--- src/gww_pkg.sv ---
package gww_pkg;

  localparam int CharW  = 8;
  localparam int KindW  = 2;
  localparam int CfgW   = 6;
  localparam int FillW  = 6;

  localparam int WidthReset = 39;
  localparam int WidthMin   = 2;
  localparam int WidthMax   = 62;

  localparam logic [CharW-1:0] ChSpace   = 8'd32;
  localparam logic [CharW-1:0] ChNewline = 8'd10;
  localparam logic [CharW-1:0] ChTab     = 8'd9;
  localparam logic [CharW-1:0] ChCr      = 8'd13;

  localparam logic [KindW-1:0] KindChar  = 2'd0;
  localparam logic [KindW-1:0] KindOk    = 2'd1;
  localparam logic [KindW-1:0] KindEmpty = 2'd2;

  typedef struct packed {
    logic [CharW-1:0] in_char;
    logic             end_of_text;
  } in_t;

  typedef struct packed {
    logic [CharW-1:0] out_char;
    logic [KindW-1:0] out_kind;
    logic             last_of_run;
  } out_t;

  typedef struct packed {
    logic accept;
    logic store_char;
    logic fill_update;
    logic load_sep;
    logic load_char;
    logic load_mark;
    logic clear_word;
    logic clear_all;
    logic rd_advance;
    logic rd_hold;
  } cmd_t;

  typedef struct packed {
    logic wl_zero;
    logic need_sep;
    logic full;
    logic in_eot;
    logic in_ws;
    logic out_free;
    logic last_char;
    logic eot_pending;
  } status_t;

endpackage

--- src/greedy_word_wrapper.sv ---
// Channel  Direction  Signals                          Transfer when
// in       input      in_valid_i, in_ready_o, in_i     in_valid_i && in_ready_o
// out      output     out_valid_o, out_ready_i, out_o  out_valid_o && out_ready_i
// cfg      input      cfg_we_i, cfg_wdata_i            cfg_we_i
//
// A byte is taken per transfer on the in channel. A finished word is then written out
// as a separator decision followed by its characters one by one, paced by the single
// read port of the word buffer and the one-entry output register; end of text adds a
// marker after the word.
// Reset clears control state and sets the width to 39; the word buffer is not cleared.
// A stall on out_ready_i holds the controller; input is taken only between words.
module greedy_word_wrapper #(
  parameter int WORD_DEPTH = 64
) (
  input  logic                      clk_i,
  input  logic                      rst_ni,
  input  logic                      cfg_we_i,
  input  logic [gww_pkg::CfgW-1:0]  cfg_wdata_i,
  input  logic                      in_valid_i,
  output logic                      in_ready_o,
  input  gww_pkg::in_t              in_i,
  output logic                      out_valid_o,
  input  logic                      out_ready_i,
  output gww_pkg::out_t             out_o
);
  import gww_pkg::*;

  cmd_t    cmd;
  status_t status;

  gww_ctrl u_ctrl (
    .clk_i      (clk_i),
    .rst_ni     (rst_ni),
    .in_valid_i (in_valid_i),
    .in_ready_o (in_ready_o),
    .status_i   (status),
    .cmd_o      (cmd)
  );

  gww_dpath #(
    .WORD_DEPTH (WORD_DEPTH)
  ) u_dpath (
    .clk_i       (clk_i),
    .rst_ni      (rst_ni),
    .cfg_we_i    (cfg_we_i),
    .cfg_wdata_i (cfg_wdata_i),
    .in_i        (in_i),
    .out_ready_i (out_ready_i),
    .cmd_i       (cmd),
    .status_o    (status),
    .out_valid_o (out_valid_o),
    .out_o       (out_o)
  );

  // an end marker always closes the run
  assert property (@(posedge clk_i) disable iff (!rst_ni)
    out_valid_o && out_o.out_kind != KindChar |-> out_o.last_of_run)
    else $error("end marker without last_of_run");

  // separators never close a run, since whitespace never enters a word
  assert property (@(posedge clk_i) disable iff (!rst_ni)
    out_valid_o && out_o.out_kind == KindChar &&
    (out_o.out_char == ChSpace || out_o.out_char == ChNewline) |-> !out_o.last_of_run)
    else $error("separator marked as last of run");

  // end of text always produces a marker, so input must close after it
  assert property (@(posedge clk_i) disable iff (!rst_ni)
    in_valid_i && in_ready_o && in_i.end_of_text |=> !in_ready_o)
    else $error("input reopened right after end of text");

  assert property (@(posedge clk_i) disable iff (!rst_ni)
    out_valid_o |-> (out_o.out_kind == KindChar || out_o.out_kind == KindOk ||
                     out_o.out_kind == KindEmpty))
    else $error("undefined result kind");

endmodule

--- src/gww_ctrl.sv ---
module gww_ctrl (
  input  logic              clk_i,
  input  logic              rst_ni,
  input  logic              in_valid_i,
  output logic              in_ready_o,
  input  gww_pkg::status_t  status_i,
  output gww_pkg::cmd_t     cmd_o
);
  import gww_pkg::*;

  typedef enum logic [3:0] {
    StIdle  = 4'b0001,
    StStart = 4'b0010,
    StChars = 4'b0100,
    StMark  = 4'b1000
  } state_e;

  state_e state_q, state_d;

  always_comb begin
    state_d    = state_q;
    cmd_o      = '0;
    in_ready_o = 1'b0;
    case (state_q)
      StIdle: begin
        in_ready_o = 1'b1;
        if (in_valid_i) begin
          cmd_o.accept = 1'b1;
          if (status_i.in_eot || status_i.in_ws) begin
            state_d = StStart;
          end else begin
            cmd_o.store_char = 1'b1;
            if (status_i.full) begin
              state_d = StStart;
            end
          end
        end
      end
      StStart: begin
        if (status_i.wl_zero) begin
          state_d = status_i.eot_pending ? StMark : StIdle;
        end else if (status_i.need_sep) begin
          if (status_i.out_free) begin
            cmd_o.load_sep    = 1'b1;
            cmd_o.fill_update = 1'b1;
            state_d           = StChars;
          end
        end else begin
          // first word on the output: no separator
          cmd_o.fill_update = 1'b1;
          state_d           = StChars;
        end
      end
      StChars: begin
        if (status_i.out_free) begin
          cmd_o.load_char  = 1'b1;
          cmd_o.rd_advance = 1'b1;
          if (status_i.last_char) begin
            cmd_o.clear_word = 1'b1;
            state_d = status_i.eot_pending ? StMark : StIdle;
          end
        end else begin
          cmd_o.rd_hold = 1'b1;
        end
      end
      StMark: begin
        if (status_i.out_free) begin
          cmd_o.load_mark = 1'b1;
          cmd_o.clear_all = 1'b1;
          state_d         = StIdle;
        end
      end
      default: begin
        state_d = StIdle;
      end
    endcase
  end

  always_ff @(posedge clk_i or negedge rst_ni) begin
    if (!rst_ni) begin
      state_q <= StIdle;
    end else begin
      state_q <= state_d;
    end
  end

endmodule

--- src/gww_dpath.sv ---
module gww_dpath #(
  parameter int WORD_DEPTH = 64
) (
  input  logic                       clk_i,
  input  logic                       rst_ni,
  input  logic                       cfg_we_i,
  input  logic [gww_pkg::CfgW-1:0]   cfg_wdata_i,
  input  gww_pkg::in_t               in_i,
  input  logic                       out_ready_i,
  input  gww_pkg::cmd_t              cmd_i,
  output gww_pkg::status_t           status_o,
  output logic                       out_valid_o,
  output gww_pkg::out_t              out_o
);
  import gww_pkg::*;

  localparam int AW = (WORD_DEPTH > 1) ? $clog2(WORD_DEPTH) : 1;
  localparam int LW = $clog2(WORD_DEPTH + 1);

  logic [CfgW-1:0]  width_q;
  logic [LW-1:0]    wl_q;
  logic [FillW-1:0] lf_q;
  logic             eot_q;
  logic [LW-1:0]    rd_idx_q, rd_idx_d;
  logic [CharW-1:0] rd_data_q;
  logic [CharW-1:0] mem [WORD_DEPTH];
  logic             out_valid_q;
  out_t             out_q;

  logic [7:0] width_eff;
  logic [7:0] wl_ext;
  logic [7:0] lf_ext;
  logic [7:0] fill_sum;
  logic [7:0] lf_new;
  logic       fits;
  logic       out_free;
  logic       last_char;

  // clamp the configured width to the legal range and the buffer depth
  always_comb begin
    width_eff = 8'(width_q);
    if (width_eff < 8'(WidthMin)) begin
      width_eff = 8'(WidthMin);
    end
    if (width_eff > 8'(WidthMax)) begin
      width_eff = 8'(WidthMax);
    end
    if (width_eff > 8'(WORD_DEPTH)) begin
      width_eff = 8'(WORD_DEPTH);
    end
  end

  assign wl_ext    = 8'(wl_q);
  assign lf_ext    = 8'(lf_q);
  assign fill_sum  = lf_ext + wl_ext + 8'd1;
  assign fits      = (fill_sum <= width_eff);
  assign out_free  = !out_valid_q || out_ready_i;
  assign last_char = ((8'(rd_idx_q) + 8'd1) == wl_ext);

  always_comb begin
    if (lf_q != '0 && fits) begin
      lf_new = fill_sum;
    end else begin
      lf_new = wl_ext;
    end
  end

  always_comb begin
    status_o.wl_zero     = (wl_q == '0);
    status_o.need_sep    = (lf_q != '0);
    status_o.full        = ((wl_ext + 8'd1) >= width_eff);
    status_o.in_eot      = in_i.end_of_text;
    status_o.in_ws       = (in_i.in_char >= ChTab && in_i.in_char <= ChCr) ||
                           (in_i.in_char == ChSpace);
    status_o.out_free    = out_free;
    status_o.last_char   = last_char;
    status_o.eot_pending = eot_q;
  end

  // advance the read index on each loaded character, hold it while the output stalls, else restart at zero
  always_comb begin
    if (cmd_i.rd_advance) begin
      rd_idx_d = rd_idx_q + LW'(1);
    end else if (cmd_i.rd_hold) begin
      rd_idx_d = rd_idx_q;
    end else begin
      rd_idx_d = '0;
    end
  end

  always_ff @(posedge clk_i or negedge rst_ni) begin
    if (!rst_ni) begin
      width_q     <= CfgW'(WidthReset);
      wl_q        <= '0;
      lf_q        <= '0;
      eot_q       <= 1'b0;
      rd_idx_q    <= '0;
      out_valid_q <= 1'b0;
    end else begin
      if (cfg_we_i) begin
        width_q <= cfg_wdata_i;
      end
      if (cmd_i.clear_word || cmd_i.clear_all) begin
        wl_q <= '0;
      end else if (cmd_i.store_char) begin
        wl_q <= wl_q + LW'(1);
      end
      if (cmd_i.clear_all) begin
        lf_q <= '0;
      end else if (cmd_i.fill_update) begin
        lf_q <= lf_new[FillW-1:0];
      end
      if (cmd_i.accept) begin
        eot_q <= in_i.end_of_text;
      end
      rd_idx_q <= rd_idx_d;
      if (cmd_i.load_sep || cmd_i.load_char || cmd_i.load_mark) begin
        out_valid_q <= 1'b1;
      end else if (out_ready_i) begin
        out_valid_q <= 1'b0;
      end
    end
  end

  always_ff @(posedge clk_i) begin
    if (cmd_i.store_char) begin
      mem[wl_q[AW-1:0]] <= in_i.in_char;
    end
    rd_data_q <= mem[rd_idx_d[AW-1:0]];
  end

  always_ff @(posedge clk_i) begin
    if (cmd_i.load_sep) begin
      out_q.out_char    <= fits ? ChSpace : ChNewline;
      out_q.out_kind    <= KindChar;
      out_q.last_of_run <= 1'b0;
    end else if (cmd_i.load_char) begin
      out_q.out_char    <= rd_data_q;
      out_q.out_kind    <= KindChar;
      out_q.last_of_run <= last_char && !eot_q;
    end else if (cmd_i.load_mark) begin
      out_q.out_char    <= '0;
      out_q.out_kind    <= (lf_q == '0) ? KindEmpty : KindOk;
      out_q.last_of_run <= 1'b1;
    end
  end

  assign out_valid_o = out_valid_q;
  assign out_o       = out_q;

endmodule
--- config.mk ---
export PLATFORM = sky130hd
export DESIGN_NAME = greedy_word_wrapper
export DESIGN_NICKNAME = d
export VERILOG_FILES = /design/src/gww_pkg.sv /design/src/greedy_word_wrapper.sv /design/src/gww_ctrl.sv /design/src/gww_dpath.sv
export SDC_FILE = /design/constraint.sdc
export NUM_CORES = 1
export LEC_CHECK = 0
export BUFFER_PORTS_ARGS = -buffer_cell sky130_fd_sc_hd__buf_2
export CAP_MARGIN = 20
export CORE_AREA = 10 10 218 302
export DETAILED_ROUTE_END_ITERATION = 16
export DIE_AREA = 0 0 228 312
export PLACE_DENSITY = 0.6
export SETUP_SLACK_MARGIN = 0.4
export SYNTH_ARGS = -nofsm -noshare
export SYNTH_HDL_FRONTEND = slang
export SYNTH_SLANG_ARGS = --single-unit
--- constraint.sdc ---
create_clock -name clk_i -period 5.7 [get_ports clk_i]
set_input_delay 0.285 -clock clk_i [delete_from_list [all_inputs] [get_ports clk_i]]
set_output_delay 0.285 -clock clk_i [all_outputs]
set_load 0.02 [all_outputs]
==> results of run 1 <==
worst max path at each step:
stage	from	end	cells past startpoint	slack (ns)
2_1_floorplan	u_dpath.wl_q[0]$_DFFE_PN0P_	u_dpath.out_o[4]$_DFFE_PP_	14	2.46
3_3_place_gp	u_dpath.rd_idx_q[0]$_DFF_PN0_	u_dpath.rd_data_q[4]$_DFF_P_	9	1.45
3_5_place_dp	u_dpath.rd_idx_q[0]$_DFF_PN0_	u_dpath.rd_data_q[4]$_DFF_P_	9	1.42
4_1_cts	u_dpath.rd_idx_q[0]$_DFF_PN0_	u_dpath.rd_data_q[4]$_DFF_P_	9	1.40
5_1_grt	u_dpath.rd_idx_q[0]$_DFF_PN0_	u_dpath.rd_data_q[4]$_DFF_P_	9	1.21
6_report	u_dpath.rd_idx_q[0]$_DFF_PN0_	u_dpath.rd_data_q[4]$_DFF_P_	9	1.44
where the power goes:
group / total, mW / switching (mW) / leakage, nW / internal [mW]
Clock: 3.53 / 1.51 / 0.842 / 2.02
Sequential: 4.75 / 0.123 / 5.18 / 4.63
Combinational: 1.34 / 0.892 / 2.81 / 0.447
Total: 9.62 / 2.52 / 8.83 / 7.10
worst max-delay path: cells and delay by family, from the launching register on:
kind,cells,cell delay [ns]
AND/OR/NAND/NOR,3,1.14
multiplexers,2,1.14
flip-flops,1,0.63
buffers and inverters,2,0.53
adder cells (fa/ha/maj),1,0.35
AO/OA/AOI/OAI,1,0.27
what timing repair did:
action                     CTS  global route
hold endpoints to repair    34             0
setup endpoints to repair    0             0
hold buffers                10             0
buffers inserted             0             0
sequential cells by signal, summed over array words and instances (netlist names):
| signal | flops |
|---|---|
| u_dpath.rd_data_q | 8 |
| u_dpath.lf_q | 6 |
| u_dpath.out_o | 11 |
| u_dpath.width_q | 6 |
| u_dpath.wl_q | 7 |
| u_dpath.mem | 512 |
| u_ctrl.state_q | 4 |
| u_dpath.out_valid_o | 1 |
| u_dpath.rd_idx_q | 7 |
| u_dpath.eot_q | 1 |
layer usage:
layer / global-route usage (%) / share of wire [%] / routed length [µm]
met5: 0 / 0 / 0
met4: 7.35 / 4.4 / 2670
met3: 1.95 / 4.3 / 2640
met2: 30.6 / 53 / 32100
met1: 19.5 / 39 / 23600
synthesized netlist by cell type, types with 24 or more instances:
| master | instances |
|---|---|
| o21ai_0 | 84 |
| clkbuf_1 | 51 |
| nor2_1 | 96 |
| a22oi_1 | 24 |
| dfrtp_1 | 27 |
| edfxtp_1 | 520 |
| and3_1 | 97 |
| a211oi_1 | 97 |
| nand2_1 | 87 |
| nand3_1 | 33 |
| mux4_2 | 57 |
| a21oi_1 | 24 |
| buf_2 | 37 |
cells by family (layout without fill, tap and decap cells):
logic type,after synthesis,count (layout),share of synthesized area (%)
buffers and inverters,127,183,2.59
adder cells (fa/ha/maj),20,20,1.08
XOR/XNOR,30,30,1.30
multiplexers,74,74,6.16
AND/OR/NAND/NOR,405,405,9.28
AO/OA/AOI/OAI,334,334,9.72
flip-flops,563,563,69.9
final cells by class:
type	instances	area (µm²)
timing repair buffer	66	463
inverter	17	68.8
tap	817	1020
fill	5256	33900
clock inverter	26	259
multi-input combinational	863	6580
sequential	563	16600
clock buffer	74	1470
==> reports/metrics.yaml, run 1 <==
cells_and_area:
  mostFrequentLayoutCell: "edfxtp_1"
  nNetsFinal: 1604
  final_util_pct: 43.9
  final_cell_mix: "520 x edfxtp_1, 97 x and3_1, 97 x a211oi_1"
  diodes: 0
  stdcell_count: 2426
  fin_area_um2: 26500
  synthToLayoutAreaGrowth_pct: 11.3
  drive_gt1_share_pct: 14.6
critical_path:
  cp-end-kind: "flip-flop"
  reg2reg_depth: 9
  reg2reg_to: "u_dpath.rd_data_q[4]$_DFF_P_"
  max_stage_delay_ns: 0.82
  reg2reg_setup_slack_ns: 1.44
  critPathKind: "reg2reg"
  path_cells: "ha_1, mux2i_2, nand2b_2, inv_4, buf_12, mux4_2, a22o_1, nor4b_2, nor4_2"
  r2r-start: "u_dpath.rd_idx_q[0]$_DFF_PN0_"
  arrival_ns: 4.70
  crit_path_start_kind: "flip-flop"
  crit_path_top_delay_cell: "mux2i_2"
  cp.required_ns: 6.14
  crit_fanout: 69
hold_path:
  holdPathStages: 2
  hold_path_end: "u_dpath.width_q[3]$_DFFE_PN0P_"
  worstHoldPathType: "in2reg"
  min_from: "cfg_we_i"
power_and_ir_drop:
  power_mw: 9.62
  p_leak_nw: 8.83
  powerDensity_nw_per_um2: 363
  ir_worst_vdd_mv: 0.229
detailed_routing:
  finalWirelength_um: 61100
  ant_nets: 0
  drtIter0Drc: 1343
  avgViaCountPerCell: 5.73
  vias: 13900
  drt-pass1-iter-count: 5
  wl_per_cell_um: 25.2
  route.detailed.drc: 0
sta:
  worstMarginPinSlew_ns: 1.07
  setup_tns_ns: 0
  setup_viol: 0
  hold_viol_final: 0
  slew_violations: 0
  maxSlewHeadroom_pct: 27.8
  skew_ns: 0.0211
  post-route-period-util_pct: 74.7
  timing.final.ws_setup_ns: 1.44
  rsz0062_at_grt: "false"
  fmax_ghz: 0.235
  hold-worst-slack_ns: 0.0152
  fin_crit_ns: 4.26
synth:
  synth_nets: 1593
  synth_edf_count: 520
  yosysSeqAreaShare_pct: 69.9
  synth_largest_area_cell: "edfxtp_1"
  synth.distinct_cells: 80
  synthArstFlopShare_pct: 5.68
  synthFlopType: "edfxtp_1"
  yosysWarnings: 0
  postSynthCellCount: 1553
  netlist.area_leader.share_pct: 65.6
  netlist_area_um2: 23800
  syn_area_per_cell_um2: 15.3
  synth_seq_cells: 563
  yosys-top-cells-area: "edfxtp_1 66%, mux4_2 5.4%, a211oi_1 3.1%"
place:
  preCtsSetupSlack_ns: 1.42
  dp_cells: 2315
  place_area_um2: 24700
  gp_congestion: 0.880
  port_buffers: 32
  place_hpwl_um: 38500
cts:
  cts_root_buf: "clkbuf_16"
  cts.sinks: 563
  clkTransAtPathRegs_ns: 0.06
  clk_latency_ns: 0.60
  h-tree-depth: 2
  cts_tree: "yes"
  cts_buffers: 53
  clockBufferDepth: 3
  cts_resized: 0
die:
  rows: 107
  core_area_um2: 60400
  die_w_um: 228
  dieHeight_um: 312
  num_io_pins: 33
  initial_core_util_pct: 39.4
  dieArea_um2: 71100
global_routing:
  grt_pass1_wl_um: 91800
  grt_util_all_layers_pct: 16.7
  grt_pass1_vias: 14400
  grt_start_max_net_pins: 90
  antenna_found_initial: 1
  grt-ovfl-total: 0
run:
  maxCapViolations: 0
outcome:
  status: "finished, final reports clean"
No activity file was read; power rests on OpenSTA's default activity.
==> run 2: changes to the inputs <==
PLACE_DENSITY = 0.62   (was 0.6)
clock period = 3.6 ns   (was 5.7 ns; I/O delays follow)
==> run 2 against run 1 <==
Net effect: cell count increased by 3.8%; first-iteration DRC count decreased by 2.5%; sequential cell count unchanged; sequential power increased by 57%; design area increased by 3.8%; sequential share of layout area decreased by 2.3 points; wire length increased by 2.7%; non-clock buffer count increased by 94; clock power increased by 52%.
==> reports/metrics.yaml, run 2 (synthesized netlist as in run 1, its figures left out) <==
outcome:
  status: "finished, final reports clean"
sta:
  skew_ns: 0.0131
  fin_crit_ns: 3.18
  rsz0062_at_grt: "true"
  maxSlewHeadroom_pct: 39.6
  post-route-period-util_pct: 88.2
  fmax_ghz: 0.315
  setup_tns_ns: 0
  worstMarginPinSlew_ns: 0.902
  slew_violations: 0
  hold_viol_final: 0
  setup_viol: 0
cts:
  clockBufferDepth: 3
  cts.sinks: 563
  h-tree-depth: 2
  clkTransAtPathRegs_ns: 0.07
  cts_buffers: 52
  cts_tree: "yes"
  clk_latency_ns: 0.59
  cts_root_buf: "clkbuf_16"
die:
  dieHeight_um: 312
  rows: 107
  num_io_pins: 33
  die_w_um: 228
  core_area_um2: 60400
  dieArea_um2: 71100
  initial_core_util_pct: 39.4
cells_and_area:
  synthToLayoutAreaGrowth_pct: 15.5
  fin_area_um2: 27500
  fillers: 5174
  largest_register_ffs: 512
  nNetsFinal: 1698
  multiInputGateArea_um2: 6850
  register_area_um2: 16600
  mostFrequentLayoutCell: "edfxtp_1"
  drive_gt1_share_pct: 22.2
  diodes: 0
  final_cell_mix: "520 x edfxtp_1, 99 x buf_4, 97 x a211oi_1"
critical_path:
  cp.required_ns: 3.94
  cp-end-kind: "flip-flop"
  critPathKind: "reg2reg"
  crit_fanout: 5
  critPathLaunch: "u_dpath.lf_q[1]$_DFFE_PN0P_"
  r2r-start: "u_dpath.lf_q[1]$_DFFE_PN0P_"
  crit_path_start_kind: "flip-flop"
  arrival_ns: 3.51
detailed_routing:
  wl_per_cell_um: 24.9
  drtIter0Drc: 1310
  finalWirelength_um: 62700
  route.detailed.drc: 0
  ant_nets: 0
  vias: 14400
  avgViaCountPerCell: 5.72
  drt-pass1-iter-count: 5
power_and_ir_drop:
  p_seq_share_pct: 48.3
  swShare_pct: 27.0
  powerDensity_nw_per_um2: 562
  power.switching_mw: 4.18
  p_clk_share_pct: 34.7
  ir_worst_vdd_mv: 0.345
  p_leak_nw: 9.31
  internal_power_mw: 11.3
  power_frac_comb_pct: 17.0
global_routing:
  grt-ovfl-total: 0
  grt_pass1_vias: 14500
  grt_pass1_wl_um: 92500
  antenna_found_initial: 1
  grt_start_max_net_pins: 108
  grt_util_all_layers_pct: 16.8
place:
  place_area_um2: 25200
  place_hpwl_um: 40300
  gp_congestion: 0.856
  port_buffers: 32
hold_path:
  min_from: "in_valid_i"
  worstHoldPathType: "in2reg"
run:
  maxCapViolations: 0
[run 2: layout make-up]
type	count	area share [%]
Sequential cell	563	60.5
Clock inverter	25	0.896
Clock buffer	71	5.06
Tap cell	817	3.72
Inverter	17	0.268
Timing Repair Buffer	160	4.64
Multi-Input combinational cell	864	24.9
[run 2: routing by layer]
| metal | vias to the layer above | track usage [%] | wire length (µm) |
|---|---|---|---|
| met4 | 2 | 8.36 | 2780 |
| li1 | 6393 | - | - |
| met1 | 7461 | 19.7 | 23900 |
| met3 | 108 | 2.04 | 3100 |
| met5 | - | 0 | 13 |
| met2 | 440 | 30.1 | 32900 |
[run 2: worst max-delay path, stage by stage, from the launching register on]
cell,delay [ns]
dfrtp_1,0.44
ha_4,0.26
nor2b_4,0.12
o21a_1,0.18
o21a_1,0.23
or4_1,0.42
nand3_2,0.12
ha_4,0.14
nand2_2,0.05
o32ai_2,0.27
a21oi_2,0.11
a211o_1,0.35
a22o_1,0.23
[run 2: final timing paths]
path	endpoint	slack, ns	cells past startpoint
hold / removal	u_ctrl.state_q[0]$_DFFE_PN1P_	0.04	4
setup reg to reg	u_dpath.out_o[4]$_DFFE_PP_	0.42	12
setup / recovery	u_dpath.out_o[4]$_DFFE_PP_	0.42	12
hold reg to reg	u_dpath.out_o[0]$_SDFFE_PP0P_	0.51	2
max in group asynchronous	u_dpath.wl_q[1]$_DFFE_PN0P_	2.83	2
min in group asynchronous	u_dpath.width_q[4]$_DFFE_PN0P_	0.21	2
[run 2: repair_timing]
action | in CTS | in global routing
buffers inserted | 2 | 12
hold endpoints to repair | 42 | 0
gates resized for setup | 12 | 68
cloned | 0 | 2
hold buffers | 19 | 0
pin swaps | 3 | 17
setup endpoints to repair | 8 | 280
[run 2: through the flow]
stage	setup WS, ns	util, %	power [mW]	std cells	hold WS [ns]
finish	0.423	45.6	15.5	2517	0.0430
global route	0.337	45.6	16.0	2517	0.0356
global placement	0.179	41.8	9.82	2386	0.304
CTS	0.414	45.0	15.2	2503	0.0199
detailed placement	0.113	41.8	9.86	2386	0.305
floorplan	0.449	-	8.99	1553	-0.116
[run 2: power by group through the flow]
stage                     Clock [mW]  Sequential (mW)  Combinational, mW
after floorplan                    0             7.57               1.43
after global placement             0             7.59               2.23
after detailed placement           0             7.60               2.26
after CTS                       5.44             7.46               2.31
after global routing            5.69             7.48               2.83
final                           5.37             7.46               2.62
==> run 3: changes to the inputs <==
CORE_AREA = 4 4 212 296   (was 10 10 218 302)
DIE_AREA = 0 0 216 300   (was 0 0 228 312)
==> run 3 against run 2 <==
Net effect: first-iteration DRC count up 9.7%; sequential share of layout area up 0.43 points; design area down 0.69%; largest cell class unchanged; largest power group unchanged; highest routed layer is now met4.
==> reports/metrics.yaml, run 3 (synthesized netlist as in run 1, its figures left out) <==
outcome:
  status: "finished, final reports clean"
cells_and_area:
  final_util_pct: 45.7
  nNetsFinal: 1663
  diodes: 0
  drive_gt1_share_pct: 20.8
  final_cell_mix: "520 x edfxtp_1, 96 x and3_1, 96 x a211oi_1"
  largest_register_ffs: 512
  fillers: 5126
  synthToLayoutAreaGrowth_pct: 14.7
  mostFrequentLayoutCell: "edfxtp_1"
cts:
  h-tree-depth: 2
  cts_root_buf: "clkbuf_16"
  cts_tree: "yes"
  clockBufferDepth: 3
  clk_latency_ns: 0.59
  cts.sinks: 563
  clkTransAtPathRegs_ns: 0.07
  cts_buffers: 51
critical_path:
  crit_path_start_kind: "flip-flop"
  reg2reg_depth: 8
  cp.required_ns: 4.07
  crit_family: "simple AND/OR/NAND/NOR gates"
  critPathLaunch: "u_dpath.rd_idx_q[0]$_DFF_PN0_"
  arrival_ns: 3.62
  crit_path_top_delay_cell: "dfrtp_1"
  reg2reg_to: "u_dpath.rd_data_q[2]$_DFF_P_"
  critPathKind: "reg2reg"
  worst-path-buf-inv: 1
  crit_fanout: 16
  reg2reg_setup_slack_ns: 0.44
  r2r-start: "u_dpath.rd_idx_q[0]$_DFF_PN0_"
  max_stage_delay_ns: 0.51
  path_cells: "nand2_1, nor3_2, mux2i_2, inv_2, and3_2, a22oi_1, nand4_1, and4bb_1"
  cp-end-kind: "flip-flop"
global_routing:
  grt_pass1_wl_um: 90400
  grt_util_all_layers_pct: 18.2
  grt_start_max_net_pins: 108
  antenna_found_initial: 0
  grt_pass1_vias: 14200
  grt-ovfl-total: 0
detailed_routing:
  wl_per_cell_um: 24.2
  route.detailed.drc: 0
  ant_nets: 0
  drt-pass1-iter-count: 6
  avgViaCountPerCell: 5.69
  vias: 14100
  finalWirelength_um: 60000
  drtIter0Drc: 1437
place:
  gp_congestion: 0.879
  place_hpwl_um: 39000
  port_buffers: 32
die:
  dieArea_um2: 64800
  core_area_um2: 59800
  dieHeight_um: 300
  initial_core_util_pct: 39.8
  rows: 106
  num_io_pins: 33
  die_w_um: 216
power_and_ir_drop:
  ir_worst_vdd_mv: 0.354
  powerDensity_nw_per_um2: 576
  p_seq_share_pct: 47.4
  internal_power_mw: 11.5
  power.switching_mw: 4.19
  p_leak_nw: 9.19
  swShare_pct: 26.6
  power_frac_comb_pct: 16.2
  p_clk_share_pct: 36.4
sta:
  post-route-period-util_pct: 87.7
  hold_viol_final: 0
  setup_viol: 0
  worstMarginPinSlew_ns: 0.852
  rsz0062_at_grt: "true"
  skew_ns: 0.0259
  fin_crit_ns: 3.16
  maxSlewHeadroom_pct: 43.1
  setup_tns_ns: 0
  slew_violations: 0
  fmax_ghz: 0.317
hold_path:
  worstHoldPathType: "in2reg"
  hold_path_end: "u_ctrl.state_q[0]$_DFFE_PN1P_"
  holdPathStages: 4
  min_from: "in_valid_i"
run:
  maxCapViolations: 0
==> run 3: worst max path at each step <==
| stage | to | slack (ns) | cells after the start |
|---|---|---|---|
| after floorplan | u_dpath.out_o[4]$_DFFE_PP_ | 0.45 | 14 |
| after global placement | u_dpath.rd_data_q[5]$_DFF_P_ | 0.26 | 9 |
| after detailed placement | u_dpath.rd_data_q[5]$_DFF_P_ | 0.19 | 9 |
| after global routing | u_dpath.out_o[6]$_DFFE_PP_ | 0.32 | 12 |
| after CTS | u_dpath.rd_data_q[5]$_DFF_P_ | 0.39 | 8 |
| final | u_dpath.rd_data_q[2]$_DFF_P_ | 0.44 | 8 |
==> run 3: stage by stage <==
step	hold WS (ns)	setup WS [ns]	total power [mW]	area, µm²	cells
finish	0.0681	0.442	15.7	27300	2475
floorplan	-0.116	0.449	8.99	23800	1553
global route	0.0923	0.318	16.3	27300	2475
global placement	0.306	0.263	9.82	25000	2355
detailed placement	0.316	0.192	9.86	25000	2355
CTS	0.0566	0.392	15.6	27000	2467
==> run 3: what timing repair did <==
item                                    CTS  global route
gates resized for setup                  11            62
buffers inserted                          0             8
endpoints found under the setup margin   16           283
pin swaps                                 0            10
endpoints found under the hold margin    34             0
hold buffers                             17             0
==> run 3: worst register-to-register path, delay by kind of cell (launching register included) <==
kind	cells	cell delay [ns]
and+or+nand+nor	5	1.61
DFF	1	0.51
muxes	1	0.46
AOI/OAI and AO/OA	1	0.35
buffers and inverters	1	0.12
==> run 3: final cells by class <==
class / instances / area, µm² / share of cell area, %
sequential: 563 / 16600 / 60.9
multi-input combinational: 863 / 6820 / 25.0
clock buffer: 55 / 1290 / 4.73
tap: 810 / 1010 / 3.71
inverter: 17 / 73.8 / 0.270
timing repair buffer: 127 / 990 / 3.62
clock inverter: 40 / 482 / 1.76
==> run 3: power groups by stage <==
stage	clock (mW)	sequential [mW]	combinational, mW
6_report	5.73	7.45	2.55
4_1_cts	5.82	7.45	2.32
3_3_place_gp	0	7.58	2.24
5_1_grt	6.08	7.47	2.78
2_1_floorplan	0	7.57	1.43
3_5_place_dp	0	7.59	2.27
==> run 3: routing by layer <==
metal  vias up  wire length, µm  global-route usage [%]
met5         -                0                       0
met4         0             2390                    6.98
met3       115             2780                    1.85
met2       466            31500                    32.7
met1      7189            23400                    22.7
li1       6319                -                       -
